`src/hw/rtl/uhcw_pkg.sv`:
```
package uhcw_pkg;

  localparam int unsigned ActionW   = 3;
  localparam int unsigned DecisionW = 3;
  localparam int unsigned CfgIdxW   = 3;
  localparam int unsigned CfgDataW  = 32;

  localparam logic [ActionW-1:0] ACT_BEGIN      = 3'd0;
  localparam logic [ActionW-1:0] ACT_SELF_CHECK = 3'd1;
  localparam logic [ActionW-1:0] ACT_UPDATE     = 3'd2;
  localparam logic [ActionW-1:0] ACT_CONFIRM    = 3'd3;
  localparam logic [ActionW-1:0] ACT_QUERY      = 3'd4;

  localparam logic [DecisionW-1:0] DEC_NONE        = 3'd0;
  localparam logic [DecisionW-1:0] DEC_NOT_PENDING = 3'd1;
  localparam logic [DecisionW-1:0] DEC_MARK_VALID  = 3'd2;
  localparam logic [DecisionW-1:0] DEC_ROLLBACK    = 3'd3;
  localparam logic [DecisionW-1:0] DEC_WAIT        = 3'd4;

  localparam logic [CfgIdxW-1:0] REG_CONFIRM_MS    = 3'd0;
  localparam logic [CfgIdxW-1:0] REG_GIVE_UP_MS    = 3'd1;
  localparam logic [CfgIdxW-1:0] REG_SELF_CHECK_MS = 3'd2;
  localparam logic [CfgIdxW-1:0] REG_HTTP_FRESH_MS = 3'd3;
  localparam logic [CfgIdxW-1:0] REG_LINK_REQUIRED = 3'd4;

  typedef struct packed {
    logic [ActionW-1:0] action;
    logic [31:0]        now_ms;
    logic               pending_verify;
    logic               web_started;
    logic               check_ok;
    logic               net_ok;
    logic               link_up;
    logic               user_requested;
  } in_item_t;

  typedef struct packed {
    logic [DecisionW-1:0] decision;
    logic                 confirmed;
    logic                 pending;
    logic                 self_check_due;
    logic                 http_ok;
    logic [2:0]           missing_checks;
    logic [31:0]          healthy_for_ms;
    logic [31:0]          remaining_ms;
  } out_item_t;

endpackage

```
`src/hw/rtl/update_health_confirm_watchdog.sv`:
```
// Update health-confirm watchdog. Each input word is an event (begin, self-check
// result, update, confirm-before-restart, query) stamped with a wrapping 32-bit
// millisecond time; every event yields exactly one result word carrying the
// decision and the status after the event. An event is held in the input
// register, is evaluated in a single pass of compare/subtract logic that also
// updates the watchdog state, and lands in the output register; one event is
// taken every cycle as long as out_stall stays low.
// Throughput is set by that single evaluation pass, one event per clock while out_stall is low.
// Configuration is written through cfg_* (always ready); the user must write it only
// while no event is in flight, which the block itself does not enforce; indexes beyond the register list are ignored.
module update_health_confirm_watchdog (
  input  logic                     clk,
  input  logic                     rst_n,
  input  logic                     in_valid,
  output logic                     in_stall,
  input  uhcw_pkg::in_item_t       in_data,
  output logic                     out_valid,
  input  logic                     out_stall,
  output uhcw_pkg::out_item_t      out_data,
  input  logic                     cfg_valid,
  output logic                     cfg_ready,
  input  logic [uhcw_pkg::CfgIdxW-1:0]  cfg_index,
  input  logic [uhcw_pkg::CfgDataW-1:0] cfg_data
);
  import uhcw_pkg::*;

  // configuration registers
  logic [31:0] confirm_ms_r;
  logic [31:0] give_up_ms_r;
  logic [31:0] self_check_ms_r;
  logic [31:0] http_fresh_ms_r;
  logic        link_required_r;

  // watchdog state
  logic        pending_r;
  logic [31:0] start_time_r;
  logic        healthy_r;
  logic [31:0] healthy_since_r;
  logic        checked_r;
  logic        passed_r;
  logic [31:0] check_time_r;
  logic [2:0]  missing_r;

  // pipeline registers
  logic      in_valid_r;
  in_item_t  in_item_r;
  logic      out_valid_r;
  out_item_t out_item_r;

  logic      advance;

  // next-state values
  logic        pending_nxt;
  logic [31:0] start_time_nxt;
  logic        healthy_nxt;
  logic [31:0] healthy_since_nxt;
  logic        checked_nxt;
  logic        passed_nxt;
  logic [31:0] check_time_nxt;
  logic [2:0]  missing_nxt;
  out_item_t   out_item_nxt;

  assign cfg_ready = 1'b1;

  // Move the held event on whenever the output register is free or being drained.
  assign advance   = in_valid_r && (!out_valid_r || !out_stall);
  assign in_stall  = in_valid_r && !advance;
  assign out_valid = out_valid_r;
  assign out_data  = out_item_r;

  always_comb begin
    logic        is_begin;
    logic        is_check;
    logic        is_update;
    logic        is_confirm;
    logic        link_missing;
    logic        fresh_pre;
    logic        h;
    logic        restart_health;
    logic [31:0] now;
    logic [31:0] up_age;
    logic [31:0] hs_age;
    logic [31:0] ct_age;
    logic [31:0] ct_age_pre;
    logic [31:0] hs_age_pre;

    now        = in_item_r.now_ms;
    is_begin   = (in_item_r.action == ACT_BEGIN);
    is_check   = (in_item_r.action == ACT_SELF_CHECK);
    is_update  = (in_item_r.action == ACT_UPDATE);
    is_confirm = (in_item_r.action == ACT_CONFIRM);
    link_missing = link_required_r && !in_item_r.link_up;

    ct_age_pre = now - check_time_r;
    hs_age_pre = now - healthy_since_r;
    // begin restarts every timer at now, so ages measured from it are zero
    up_age     = is_begin ? 32'd0 : (now - start_time_r);
    fresh_pre  = checked_r && passed_r && (ct_age_pre < http_fresh_ms_r);

    h = in_item_r.net_ok && fresh_pre && !link_missing;
    restart_health = is_update && pending_r && h && !healthy_r;

    pending_nxt       = pending_r;
    start_time_nxt    = start_time_r;
    healthy_nxt       = healthy_r;
    healthy_since_nxt = healthy_since_r;
    checked_nxt       = checked_r;
    passed_nxt        = passed_r;
    check_time_nxt    = check_time_r;
    missing_nxt       = missing_r;

    out_item_nxt           = '0;
    out_item_nxt.decision  = DEC_NONE;
    out_item_nxt.confirmed = 1'b0;

    hs_age = (is_begin || restart_health) ? 32'd0 : hs_age_pre;
    ct_age = (is_begin || is_check) ? 32'd0 : ct_age_pre;

    if (is_begin) begin
      pending_nxt       = in_item_r.pending_verify;
      start_time_nxt    = now;
      healthy_nxt       = 1'b0;
      healthy_since_nxt = now;
      checked_nxt       = 1'b0;
      passed_nxt        = 1'b0;
      check_time_nxt    = now;
      missing_nxt       = '0;
    end else if (is_check) begin
      checked_nxt    = 1'b1;
      passed_nxt     = in_item_r.check_ok;
      check_time_nxt = now;
      // a failed check drops health even when nothing is pending
      if (!in_item_r.check_ok) begin
        healthy_nxt = 1'b0;
      end
    end else if (is_update) begin
      if (!pending_r) begin
        out_item_nxt.decision = DEC_NOT_PENDING;
      end else begin
        missing_nxt = {link_missing, !fresh_pre, !in_item_r.net_ok};
        healthy_nxt = h;
        if (restart_health) begin
          healthy_since_nxt = now;
        end
        // mark-valid wins over rollback when both hold
        if (h && (hs_age >= confirm_ms_r)) begin
          pending_nxt           = 1'b0;
          out_item_nxt.decision = DEC_MARK_VALID;
        end else if (up_age >= give_up_ms_r) begin
          pending_nxt           = 1'b0;
          out_item_nxt.decision = DEC_ROLLBACK;
        end else begin
          out_item_nxt.decision = DEC_WAIT;
        end
      end
    end else if (is_confirm) begin
      if (pending_r && in_item_r.user_requested && in_item_r.net_ok && !link_missing) begin
        pending_nxt            = 1'b0;
        out_item_nxt.confirmed = 1'b1;
      end
    end

    // status after the event
    out_item_nxt.pending        = pending_nxt;
    out_item_nxt.self_check_due = pending_nxt && in_item_r.web_started &&
                                  (!checked_nxt || (ct_age >= self_check_ms_r));
    out_item_nxt.http_ok        = checked_nxt && passed_nxt && (ct_age < http_fresh_ms_r);
    out_item_nxt.missing_checks = missing_nxt;
    out_item_nxt.healthy_for_ms = (pending_nxt && healthy_nxt) ? hs_age : 32'd0;
    out_item_nxt.remaining_ms   = (pending_nxt && (up_age < give_up_ms_r)) ?
                                  (give_up_ms_r - up_age) : 32'd0;
  end

  // configuration writes
  always_ff @(posedge clk) begin
    if (!rst_n) begin
      confirm_ms_r    <= 32'd60000;
      give_up_ms_r    <= 32'd300000;
      self_check_ms_r <= 32'd30000;
      http_fresh_ms_r <= 32'd60000;
      link_required_r <= 1'b0;
    end else if (cfg_valid && cfg_ready) begin
      case (cfg_index)
        REG_CONFIRM_MS:    confirm_ms_r    <= cfg_data;
        REG_GIVE_UP_MS:    give_up_ms_r    <= cfg_data;
        REG_SELF_CHECK_MS: self_check_ms_r <= cfg_data;
        REG_HTTP_FRESH_MS: http_fresh_ms_r <= cfg_data;
        REG_LINK_REQUIRED: link_required_r <= cfg_data[0];
        default: ;
      endcase
    end
  end

  // watchdog state, committed as the event moves to the output register
  always_ff @(posedge clk) begin
    if (!rst_n) begin
      pending_r       <= 1'b0;
      start_time_r    <= '0;
      healthy_r       <= 1'b0;
      healthy_since_r <= '0;
      checked_r       <= 1'b0;
      passed_r        <= 1'b0;
      check_time_r    <= '0;
      missing_r       <= '0;
    end else if (advance) begin
      pending_r       <= pending_nxt;
      start_time_r    <= start_time_nxt;
      healthy_r       <= healthy_nxt;
      healthy_since_r <= healthy_since_nxt;
      checked_r       <= checked_nxt;
      passed_r        <= passed_nxt;
      check_time_r    <= check_time_nxt;
      missing_r       <= missing_nxt;
    end
  end

  // input register: take a word whenever it is empty or draining
  always_ff @(posedge clk) begin
    if (!rst_n) begin
      in_valid_r <= 1'b0;
    end else if (!in_stall) begin
      in_valid_r <= in_valid;
    end
  end

  always_ff @(posedge clk) begin
    if (!in_stall && in_valid) begin
      in_item_r <= in_data;
    end
  end

  // output register: hold while stalled
  always_ff @(posedge clk) begin
    if (!rst_n) begin
      out_valid_r <= 1'b0;
    end else if (!out_valid_r || !out_stall) begin
      out_valid_r <= advance;
    end
  end

  always_ff @(posedge clk) begin
    if (advance) begin
      out_item_r <= out_item_nxt;
    end
  end

endmodule

```
`config.mk`:
```
export PLATFORM = sky130hd
export DESIGN_NAME = update_health_confirm_watchdog
export DESIGN_NICKNAME = d
export VERILOG_FILES = /design/src/hw/rtl/uhcw_pkg.sv /design/src/hw/rtl/update_health_confirm_watchdog.sv
export SDC_FILE = /design/constraint.sdc
export NUM_CORES = 1
export LEC_CHECK = 0
export BUFFER_PORTS_ARGS = -buffer_cell sky130_fd_sc_hd__buf_2
export CAP_MARGIN = 0
export CORE_ASPECT_RATIO = 0.6
export CORE_MARGIN = 10
export CORE_UTILIZATION = 40
export CTS_CLUSTER_SIZE = 16
export DETAILED_ROUTE_END_ITERATION = 7
export SLEW_MARGIN = 10
export SYNTH_ARGS = -nofsm -noshare
export SYNTH_HDL_FRONTEND = slang
export SYNTH_SLANG_ARGS = --single-unit
```
`constraint.sdc`:
```
create_clock -name clk -period 6.95 [get_ports clk]
set_clock_uncertainty 0.1 [all_clocks]
set_input_delay 0.695 -clock clk [delete_from_list [all_inputs] [get_ports clk]]
set_output_delay 0.695 -clock clk [all_outputs]
set_load 0.02 [all_outputs]
```
# Word level (Yosys, flattened, before mapping)
# Cells that the tools add are included.
# word_totals
ff_bits	349
in_bits	81
# classes
n_addsub	4
n_lt_le_gt_ge	6
eq_ne	8
n_mux	35
bitwise_logic	3
n_reduce_logical	53
# ops
op	count
32-bit two-way mux	10
32-bit subtractor	4
32-bit greater-or-equal comparator	3
32-bit less-than comparator	3
1-bit logical AND	21
1-bit two-way mux	19
3-bit two-way mux	5
2-bit AND reduction	7
3-bit by 2-bit equality test with 1-bit output (second input constant)	4
1-bit logical NOT	10
2-bit nonzero test	4
4-bit OR reduction	2
3-bit by 1-bit equality test with 1-bit output (second input constant)	2
3-bit logical NOT	2
5-bit AND reduction	1
5-bit OR reduction	1
1-bit logical OR	4
3-bit equality test (second input constant)	1
1-bit NOT	3
3-bit OR reduction	1
2-bit two-way mux	1
2-bit != test (second input constant)	1

# Logic depth before layout (Yosys ltp)
# Gate-level depths: netlist of run 1.
# depth
ltp_word	18
mapped_depth	37

# Worst setup path after synthesis of run 1
# OpenSTA, ideal clock, no wires.
# synth_path
path_kind	reg-to-reg
startpoint	register in_item_r[6] (netlist bit)
endpoint	register out_item_r (netlist bit out_data[37]) (data pin)
t_arrival_ns	6.710
required_time_ns	6.595
path_slack_ns	-0.114
path_stages_with_launch	36
synth_period_minus_slack_ns	7.064
cell_sequence	edfxtp_1 -> inv_1 -> ha_1 -> inv_1 -> fa_1 -> a211o_1 -> o211ai_1 -> a22oi_2 -> nand3_1 -> a32o_1 -> o211ai_1 -> a31oi_1 -> o31ai_2 -> xor2_1 -> ha_1 -> a21oi_1 -> nand2_1 -> a2111oi_0 -> o211ai_1 -> or3_1 -> o21ai_2 -> buf_2 -> buf_2 -> buf_4 -> nor2_1 -> ha_1 -> and4_1 -> nand2_1 -> a2111oi_0 -> a21oi_1 -> nor3_1 -> nand2_1 -> o2111ai_2 -> inv_2 -> buf_2 -> and2_1
# synth_via
elab_chain_cells	17
word_cells_on_any_way	26
# synth_rtl
element	line_no	text
from (decl)	update_health_confirm_watchdog.sv:46	in_item_t in_item_r;
from (signal assigned)	update_health_confirm_watchdog.sv:228	in_item_r <= in_data;
32-bit subtractor	update_health_confirm_watchdog.sv:94	ct_age_pre = now - check_time_r;
32-bit less-than comparator	update_health_confirm_watchdog.sv:98	fresh_pre = checked_r && passed_r && (ct_age_pre < http_fresh_ms_r);
1-bit logical AND	update_health_confirm_watchdog.sv:98	
1-bit logical AND (2 in series)	update_health_confirm_watchdog.sv:100	h = in_item_r.net_ok && fresh_pre && !link_missing;
1-bit logical AND (2 in series)	update_health_confirm_watchdog.sv:101	restart_health = is_update && pending_r && h && !healthy_r;
1-bit logical OR	update_health_confirm_watchdog.sv:116	hs_age = (is_begin || restart_health) ? 32'd0 : hs_age_pre;
32-bit two-way mux	update_health_confirm_watchdog.sv:116	
32-bit greater-or-equal comparator	update_health_confirm_watchdog.sv:146	if (h && (hs_age >= confirm_ms_r)) begin
1-bit logical AND	update_health_confirm_watchdog.sv:146	
1-bit two-way mux	update_health_confirm_watchdog.sv:146	
1-bit two-way mux	update_health_confirm_watchdog.sv:137	if (!pending_r) begin
1-bit two-way mux	update_health_confirm_watchdog.sv:136	end else if (is_update) begin
1-bit two-way mux	update_health_confirm_watchdog.sv:128	end else if (is_check) begin
1-bit two-way mux	update_health_confirm_watchdog.sv:119	if (is_begin) begin
1-bit logical AND	update_health_confirm_watchdog.sv:169	out_item_nxt.healthy_for_ms = (pending_nxt && healthy_nxt) ? hs_age : 32'd0;
to (signal assigned)	update_health_confirm_watchdog.sv:243	out_item_r <= out_item_nxt;
to (decl)	update_health_confirm_watchdog.sv:48	out_item_t out_item_r;
# Parallel ways exist; a longest one is shown, timed or not.
# A chain may end at the register's enable or synchronous reset.

# Final worst setup path of run 1
# layout_path
startpoint	register in_item_r[6] (netlist bit)
endpoint	register out_item_r (netlist bit out_data[62]) (data pin)
# The elaborated chain is that of the path after synthesis.

==> results.md, run 1 <==
- First-pass GRT wire length: 114 mm
- CTS Buf Count: 37
- Post-Synth Simple-Gate Area: 18.8%
- Grt total ovfl: 0
- Fill count: 5243
- 1st-iter DRT viols: 1854
- Area delta synth->final: 20.6%
- Max cap viols: 0
- Pwr dens: 212 mW/mm^2
- Nets: 3200
- Mux cell area share after synthesis: 1.57%
- XOR/XNOR share of the synthesized area: 3.73%
- CTS tree: built
- Max clock buf depth: 3
- Number of distinct library cells after synthesis: 76
- Outcome: finished, violations left
- PortBufs: 156
- I/O pins: 158
- Tmin final: 7050 ps
- Worst skew pair latency: 560 ps
- Main combinational cell family by area after synthesis: compound AO/OA/AOI/OAI gates
- Drt wl/cell: 21.0 um
- Final period util: 101%
- RSZ-0062 raised after global routing: yes
- Cell row count: 66
- Antenna-violating nets left: 0
- # placed instances: 3555
- Crit. End Element: flop
- Final hold slack: 211 ps
- FF+latch area: 0.00814 sq mm
- Synth area leaders: dfxtp_1 (21%), edfxtp_1 (15%), ha_1 (14%), nand2_1 (7.9%), a21boi_0 (5.7%)
- Root Driver: clkbuf_16
- Slew @ Worst Pin: 1270 ps
- Arrival @ worst endpoint: 7360 ps
- Worst VDD drop: 176 uV
- Ant. Diodes: 0
- Vias in the first global route: 18500
- Slew HR: 15.6%
- Die Height: 203 um
- Async SR Flop Fraction: 0%
- CORE AREA: 0.0547 sq mm
- Synth Net Count: 2927
- Final RePlAce weighted congestion: 0.917
- Post-synthesis adder-cell area fraction: 14.4%
- Share of layout cells above drive strength 1: 16.9%
- DRC Markers: 0
- Worst Path Class, Setup: reg2reg
- Number of flops mapped to enable cells by yosys: 115
- Post-DP HPWL: 59.9 mm
- Failing checks: setup timing
- Final Slew Violations: 0
- Drt pass-1 iters: 6
- Initial Util: 40.8%
- Worst Path Required: 7260 ps
- Leakage Power: 0.0109 uW
- Die extent in x: 325 um
- Synth top area share: 21.0%
- Post-synthesis sequential area ratio: 36.5%
- Ys flop type: dfxtp_1
- Cell repeated most along the worst path: o211ai_1
- Clock transition at path regs: 60 ps
- Synth area leader: dfxtp_1
- Hold buffers post-CTS: 0
- Min-delay worst type: in2reg
- Final cell count without fillers: 3640
- Syn_area_per_cell: 8.61 sq um
- Cell count after synthesis: 2591
- Worst path max stage delay: 420 ps
- Initial antenna violation count: 3
- CP Launch Type: flop
- Total Wirelength: 76.4 mm
- Largest net degree at the start of global routing: 99
- Multi-input gate area: 0.0136 sq mm
- Final hold viol count: 0
- Final setup vio count: 41
- Vias per std cell: 5.38
- DR vias: 19600
- CTS Sinks: 349
- Buf/Inv on CP: 6
- Design area: 0.0269 sq mm
- Global Route Usage Sum: 22.3%
- Critical path peak fanout: 8
- Peak Freq: 142 MHz
- Worst path slowest cell: or3_4
- Synth Cell Area: 0.0223 sq mm
- Synth Area in Compound Gates: 19.7%
- Synthesized flop and latch total: 349
- Top delay family on crit path: compound AO/OA/AOI/OAI gates
- Placed Area: 0.0249 sq mm
- Die footprint: 0.0659 sq mm
- Yosys Warn Count: 0
- Fin worst setup slack: -96.4 ps
- Setup slack at placement: -543 ps
- H-tree depth: 2
## cell usage after synthesis (all sizes together), types with 8 or more instances
cell type / n
o211ai: 34
and4: 9
nor3: 45
o31a: 8
ha: 251
nand4: 21
nand3: 47
mux2i: 35
nand2b: 27
nor2: 130
inv: 212
o21bai: 15
a21boi: 171
and2: 64
or2: 11
buf: 11
or3: 13
o21a: 30
a211oi: 20
nand2: 470
and3: 16
xor2: 36
a21o: 72
dfxtp: 234
clkbuf: 80
edfxtp: 115
o21ai: 85
a31oi: 15
a21oi: 120
nor2b: 57
xnor2: 59
## worst reg2reg max path, delay by kind of cell, from the launching register on
kind / cells / cell delay, ps
buffers and inverters: 6 / 830
AND/OR/NAND/NOR: 8 / 1170
XOR/XNOR: 1 / 180
adder cells (fa/ha/maj): 4 / 1020
AO/OA/AOI/OAI: 16 / 3220
flip-flops: 1 / 410
## area by class of cell
cell class | instances | area share [%]
repair buffers | 325 | 8.07
clock inverters | 13 | 0.549
flip-flops and latches | 349 | 30.2
multi-input cells | 1939 | 50.4
clock buffers | 54 | 4.26
inverters | 212 | 2.98
well taps | 748 | 3.48
## registers in the layout, indices dropped and copies added (netlist names)
signal and count:
start_time_r 32, confirm_ms_r 32, give_up_ms_r 32, self_check_ms_r 32, out_valid 1, link_required_r 1, check_time_r 32, healthy_since_r 32
checked_r 1, in_item_r 41, pending_r 1, passed_r 1, in_valid_r 1, missing_r 3, out_data 74, http_fresh_ms_r 32
healthy_r 1
## power breakdown
| group | total [uW] | internal [uW] | switching (uW) |
|---|---|---|---|
| Sequential | 2190 | 2160 | 29.9 |
| Clock | 2160 | 1260 | 901 |
| Combinational | 1350 | 552 | 799 |
## per-layer routing
layer | share of wire, % | global-route usage [%] | vias up
met1 | 49 | 33.0 | 9322
met5 | 0 | 0 | -
li1 | - | - | 9542
met4 | 2.4 | 5.26 | 0
met2 | 40 | 31.8 | 617
met3 | 8.5 | 5.31 | 98
## final timing paths
kind               startpoint                to  slack [ps]  cells past startpoint
min               in_data[18]     in_item_r[18]         210                      1
max reg2reg      in_item_r[6]      out_data[62]        -100                     35
min reg2reg  start_time_r[12]  start_time_r[12]         370                      2
max              in_item_r[6]      out_data[62]        -100                     35
## layout by cell type (no fill, tap or decap), drive strengths merged, types with 11 or more instances in the layout
| cell type | Yosys | final |
|---|---|---|
| nand2b | 27 | 27 |
| a31oi | 15 | 15 |
| mux2i | 35 | 35 |
| edfxtp | 115 | 115 |
| nand3 | 47 | 47 |
| o21ai | 85 | 85 |
| or3 | 13 | 13 |
| dfxtp | 234 | 234 |
| or2 | 11 | 11 |
| clkbuf | 80 | 54 |
| a21o | 72 | 72 |
| a21boi | 171 | 171 |
| buf | 11 | 325 |
| and2 | 64 | 64 |
| nand2 | 470 | 470 |
| a211oi | 20 | 20 |
| nor2b | 57 | 57 |
| xor2 | 36 | 36 |
| nand4 | 21 | 21 |
| nor3 | 45 | 45 |
| o211ai | 34 | 34 |
| inv | 212 | 212 |
| xnor2 | 59 | 59 |
| and3 | 16 | 16 |
| ha | 251 | 251 |
| o21bai | 15 | 15 |
| o21a | 30 | 30 |
| nor2 | 130 | 130 |
| a21oi | 120 | 120 |
## stage by stage
stage	TNS (ps)	power, uW	util, %
global placement	-18950	3470	45.5
detailed placement	-33590	3490	45.5
CTS	-1480	5710	48.8
floorplan	0	3020	-
global route	-23470	5950	49.2
finish	-1810	5710	49.2
## cell families after synthesis
logic type / count (synthesis)
simple gates: 925
compound gates: 628
flops: 349
buf+inv: 303
fa+ha+maj: 255
xor+xnor: 95
mux: 35
other cells: 1
## timing repair
| item | 4_1_cts | 5_1_grt |
|---|---|---|
| gates resized for setup | 72 | 38 |
| endpoints found under the setup margin | 70 | 70 |
| pin swaps | 30 | 26 |
| gates cloned | 2 | 0 |
| buffers inserted | 8 | 8 |
No activity file was read; power rests on OpenSTA's default activity.
==> run 2, diff against run 1 <==
--- a/config.mk
+++ b/config.mk
@@ -5,6 +5,7 @@
 export SDC_FILE = /design/constraint.sdc
 export NUM_CORES = 1
 export LEC_CHECK = 0
+export ABC_CLOCK_PERIOD_IN_PS = 6950
 export BUFFER_PORTS_ARGS = -buffer_cell sky130_fd_sc_hd__buf_2
 export CAP_MARGIN = 0
 export CORE_ASPECT_RATIO = 0.6
@@ -12,6 +13,7 @@
 export CORE_UTILIZATION = 40
 export CTS_CLUSTER_SIZE = 16
 export DETAILED_ROUTE_END_ITERATION = 7
+export RECOVER_POWER = 25
 export SLEW_MARGIN = 10
 export SYNTH_ARGS = -nofsm -noshare
 export SYNTH_HDL_FRONTEND = slang
==> run 2 against run 1 <==
Against the previous run: the flow finishes with violations (capacitance limit, slew limit, setup timing); power hardly changed; final cell count hardly changed; worst setup slack lost 22 ps; critical path depth is the same; largest power group unchanged; routed wire length about the same; fmax down 0.31%; die area unchanged; first-iteration DRC count down 2.8%; utilization down 0.11 points; via count is essentially flat; critical path type unchanged; global-route usage unchanged.
==> results.md, run 2 (same netlist as run 1, synthesis figures left out) <==
- CTS Sinks: 349 (unchanged)
- Root Driver: clkbuf_16
- Pwr dens: 213 mW/mm^2 (+0.23%)
- Die footprint: 0.0659 sq mm (unchanged)
- Peak Freq: 141 MHz (-0.31%)
- Critical path peak fanout: 8 (unchanged)
- Clk pwr share: 37.9% (about the same)
- Cell row count: 66 (unchanged)
- Slew @ Worst Pin: 4070 ps (+2800 ps)
- Final setup vio count: 65 (+59%)
- Max cap viols: 3 (+3)
- Tmin final: 7070 ps (+21.9 ps)
- Setup_tns: -2990 ps (-1180 ps)
- Max clock buf depth: 3 (unchanged)
- Crit. End Element: flop
- Worst Path Class, Setup: reg2reg
- Global Route Usage Sum: 22.3% (unchanged)
- Grt total ovfl: 0 (unchanged)
- CTS tree: built
- Leakage Power: 0.0107 uW (-1.3%)
- Combinational Power Share: 23.7% (about the same)
- Nets: 3200 (unchanged)
- Post-DP HPWL: 59.9 mm (unchanged)
- Int Power: 3980 uW (about the same)
- Worst Path Required: 7270 ps (about the same)
- Total power: 5710 uW (about the same)
- Vias per std cell: 5.37 (-0.12%)
- First-pass GRT wire length: 114 mm (unchanged)
- Seq pwr share: 38.4% (about the same)
- Worst VDD drop: 176 uV (about the same)
- 1st-iter DRT viols: 1802 (-2.8%)
- Final period util: 102% (+0.31 points)
- Slew HR: -171% (-190 points)
- Most frequent cells in the layout: nand2_1 (465), ha_1 (240), dfxtp_1 (234)
- Total Wirelength: 76.5 mm (about the same)
- Die extent in x: 325 um (unchanged)
- Outcome: finished, violations left
- Drt pass-1 iters: 5 (-1)
- I/O pins: 158 (unchanged)
- Die Height: 203 um (unchanged)
- H-tree depth: 2 (unchanged)
- Clock transition at path regs: 60 ps (about the same)
- Final RePlAce weighted congestion: 0.917 (unchanged)
- Area delta synth->final: 20.4%
- Switch share: 30.3% (about the same)
- Final hold viol count: 0 (unchanged)
- Psw: 1730 uW (about the same)
- Arrival @ worst endpoint: 7380 ps (+20 ps)
- Fill count: 5270 (+0.51%)
- DRC Markers: 0 (unchanged)
- Worst path max stage delay: 420 ps (about the same)
- Antenna-violating nets left: 0 (unchanged)
- RSZ-0062 raised after global routing: yes
- Worst path slowest cell: or3_4
- Initial Util: 40.8% (unchanged)
- CP Launch Type: flop
- Vias in the first global route: 18500 (unchanged)
- Final Slew Violations: 166 (+166)
- Most common cell after layout, fill and taps aside: nand2_1
- Final hold slack: 211 ps (+0.657 ps)
- Worst skew pair latency: 570 ps (about the same)
- Drt wl/cell: 21.0 um (about the same)
- Largest net degree at the start of global routing: 99 (unchanged)
- Initial antenna violation count: 3 (unchanged)
- Share of layout cells above drive strength 1: 15.4% (-1.5 points)
- Failing checks: capacitance limit, slew limit, setup timing
- Cell repeated most along the worst path: o211ai_1
- Hold buffers post-CTS: 0 (unchanged)
- PortBufs: 156 (unchanged)
- Min-delay worst type: in2reg
- CORE AREA: 0.0547 sq mm (unchanged)
- CTS Buf Count: 37 (unchanged)
- Max FFs per register: 74 (unchanged)
- DR vias: 19600 (-0.097%)
- Fin worst setup slack: -118 ps (-21.9 ps)
run 2: cell types whose count changed in the layout (fill, tap and decap cells not counted):
cell	change
clkbuf_1	+42
diode_2	+1
clkinvlp_2	+1
buf_2	-39
clkinv_2	-1
buf_4	-3
run 2: what timing repair did:
| item | in CTS | in global routing |
|---|---|---|
| setup buffers | 8 | 8 |
| resized for setup | 72 | 38 |
| pin swaps | 30 | 26 |
| endpoints found under the setup margin | 70 | 70 |
| gates cloned | 2 | 0 |
run 2: worst paths after layout:
path,from,to,slack [ps],depth (start not counted)
setup reg to reg,in_item_r[6],out_data[62],-120,35
hold reg to reg,start_time_r[12],start_time_r[12],370,2
setup / recovery,in_item_r[6],out_data[62],-120,35
hold / removal,in_data[18],in_item_r[18],210,1
run 2: cell type report:
cell class	count	area, sq um	share of cell area [%]
antenna	1	2.50	0.00932
clock buffer	54	1150	4.27
clock inverter	13	148	0.550
inverter	212	802	2.99
multi-input combinational	1939	13600	50.5
sequential	349	8140	30.3
tap	748	936	3.49
timing repair buffer	325	2110	7.87
run 2: routing by layer:
| metal | track usage (%) | vias to the layer above | wire [um] |
|---|---|---|---|
| li1 | - | 9543 | - |
| met4 | 5.26 | 0 | 1790 |
| met2 | 31.8 | 638 | 30500 |
| met1 | 33.0 | 9280 | 37400 |
| met5 | 0 | - | 0 |
| met3 | 5.31 | 99 | 6770 |
run 2: per-stage QoR:
step / utilization [%] / cell area, sq um / worst slack [ps] / instances
after floorplan: - / 22300 / 4.69 / 2591
after global placement: 45.5 / 24900 / -400 / 3555
final: 49.1 / 26800 / -118 / 3641
after CTS: 48.8 / 26700 / -59.6 / 3632
after global routing: 49.1 / 26800 / -428 / 3640
after detailed placement: 45.5 / 24900 / -543 / 3555
run 2: power by group through the flow:
stage	sequential [uW]	combinational (uW)	clock [uW]
6_report	2190	1350	2160
2_1_floorplan	2250	765	0
4_1_cts	2190	1310	2210
3_3_place_gp	2230	1240	0
5_1_grt	2200	1480	2270
3_5_place_dp	2240	1260	0
run 2: critical path: cells and delay by family (launching register included):
family                   cells  cell delay, ps
adder cells (fa/ha/maj)      4            1080
flip-flops                   1             410
AND/OR/NAND/NOR              9            1330
buffers and inverters        5             680
XOR/XNOR                     1             180
AO/OA/AOI/OAI               16            3120
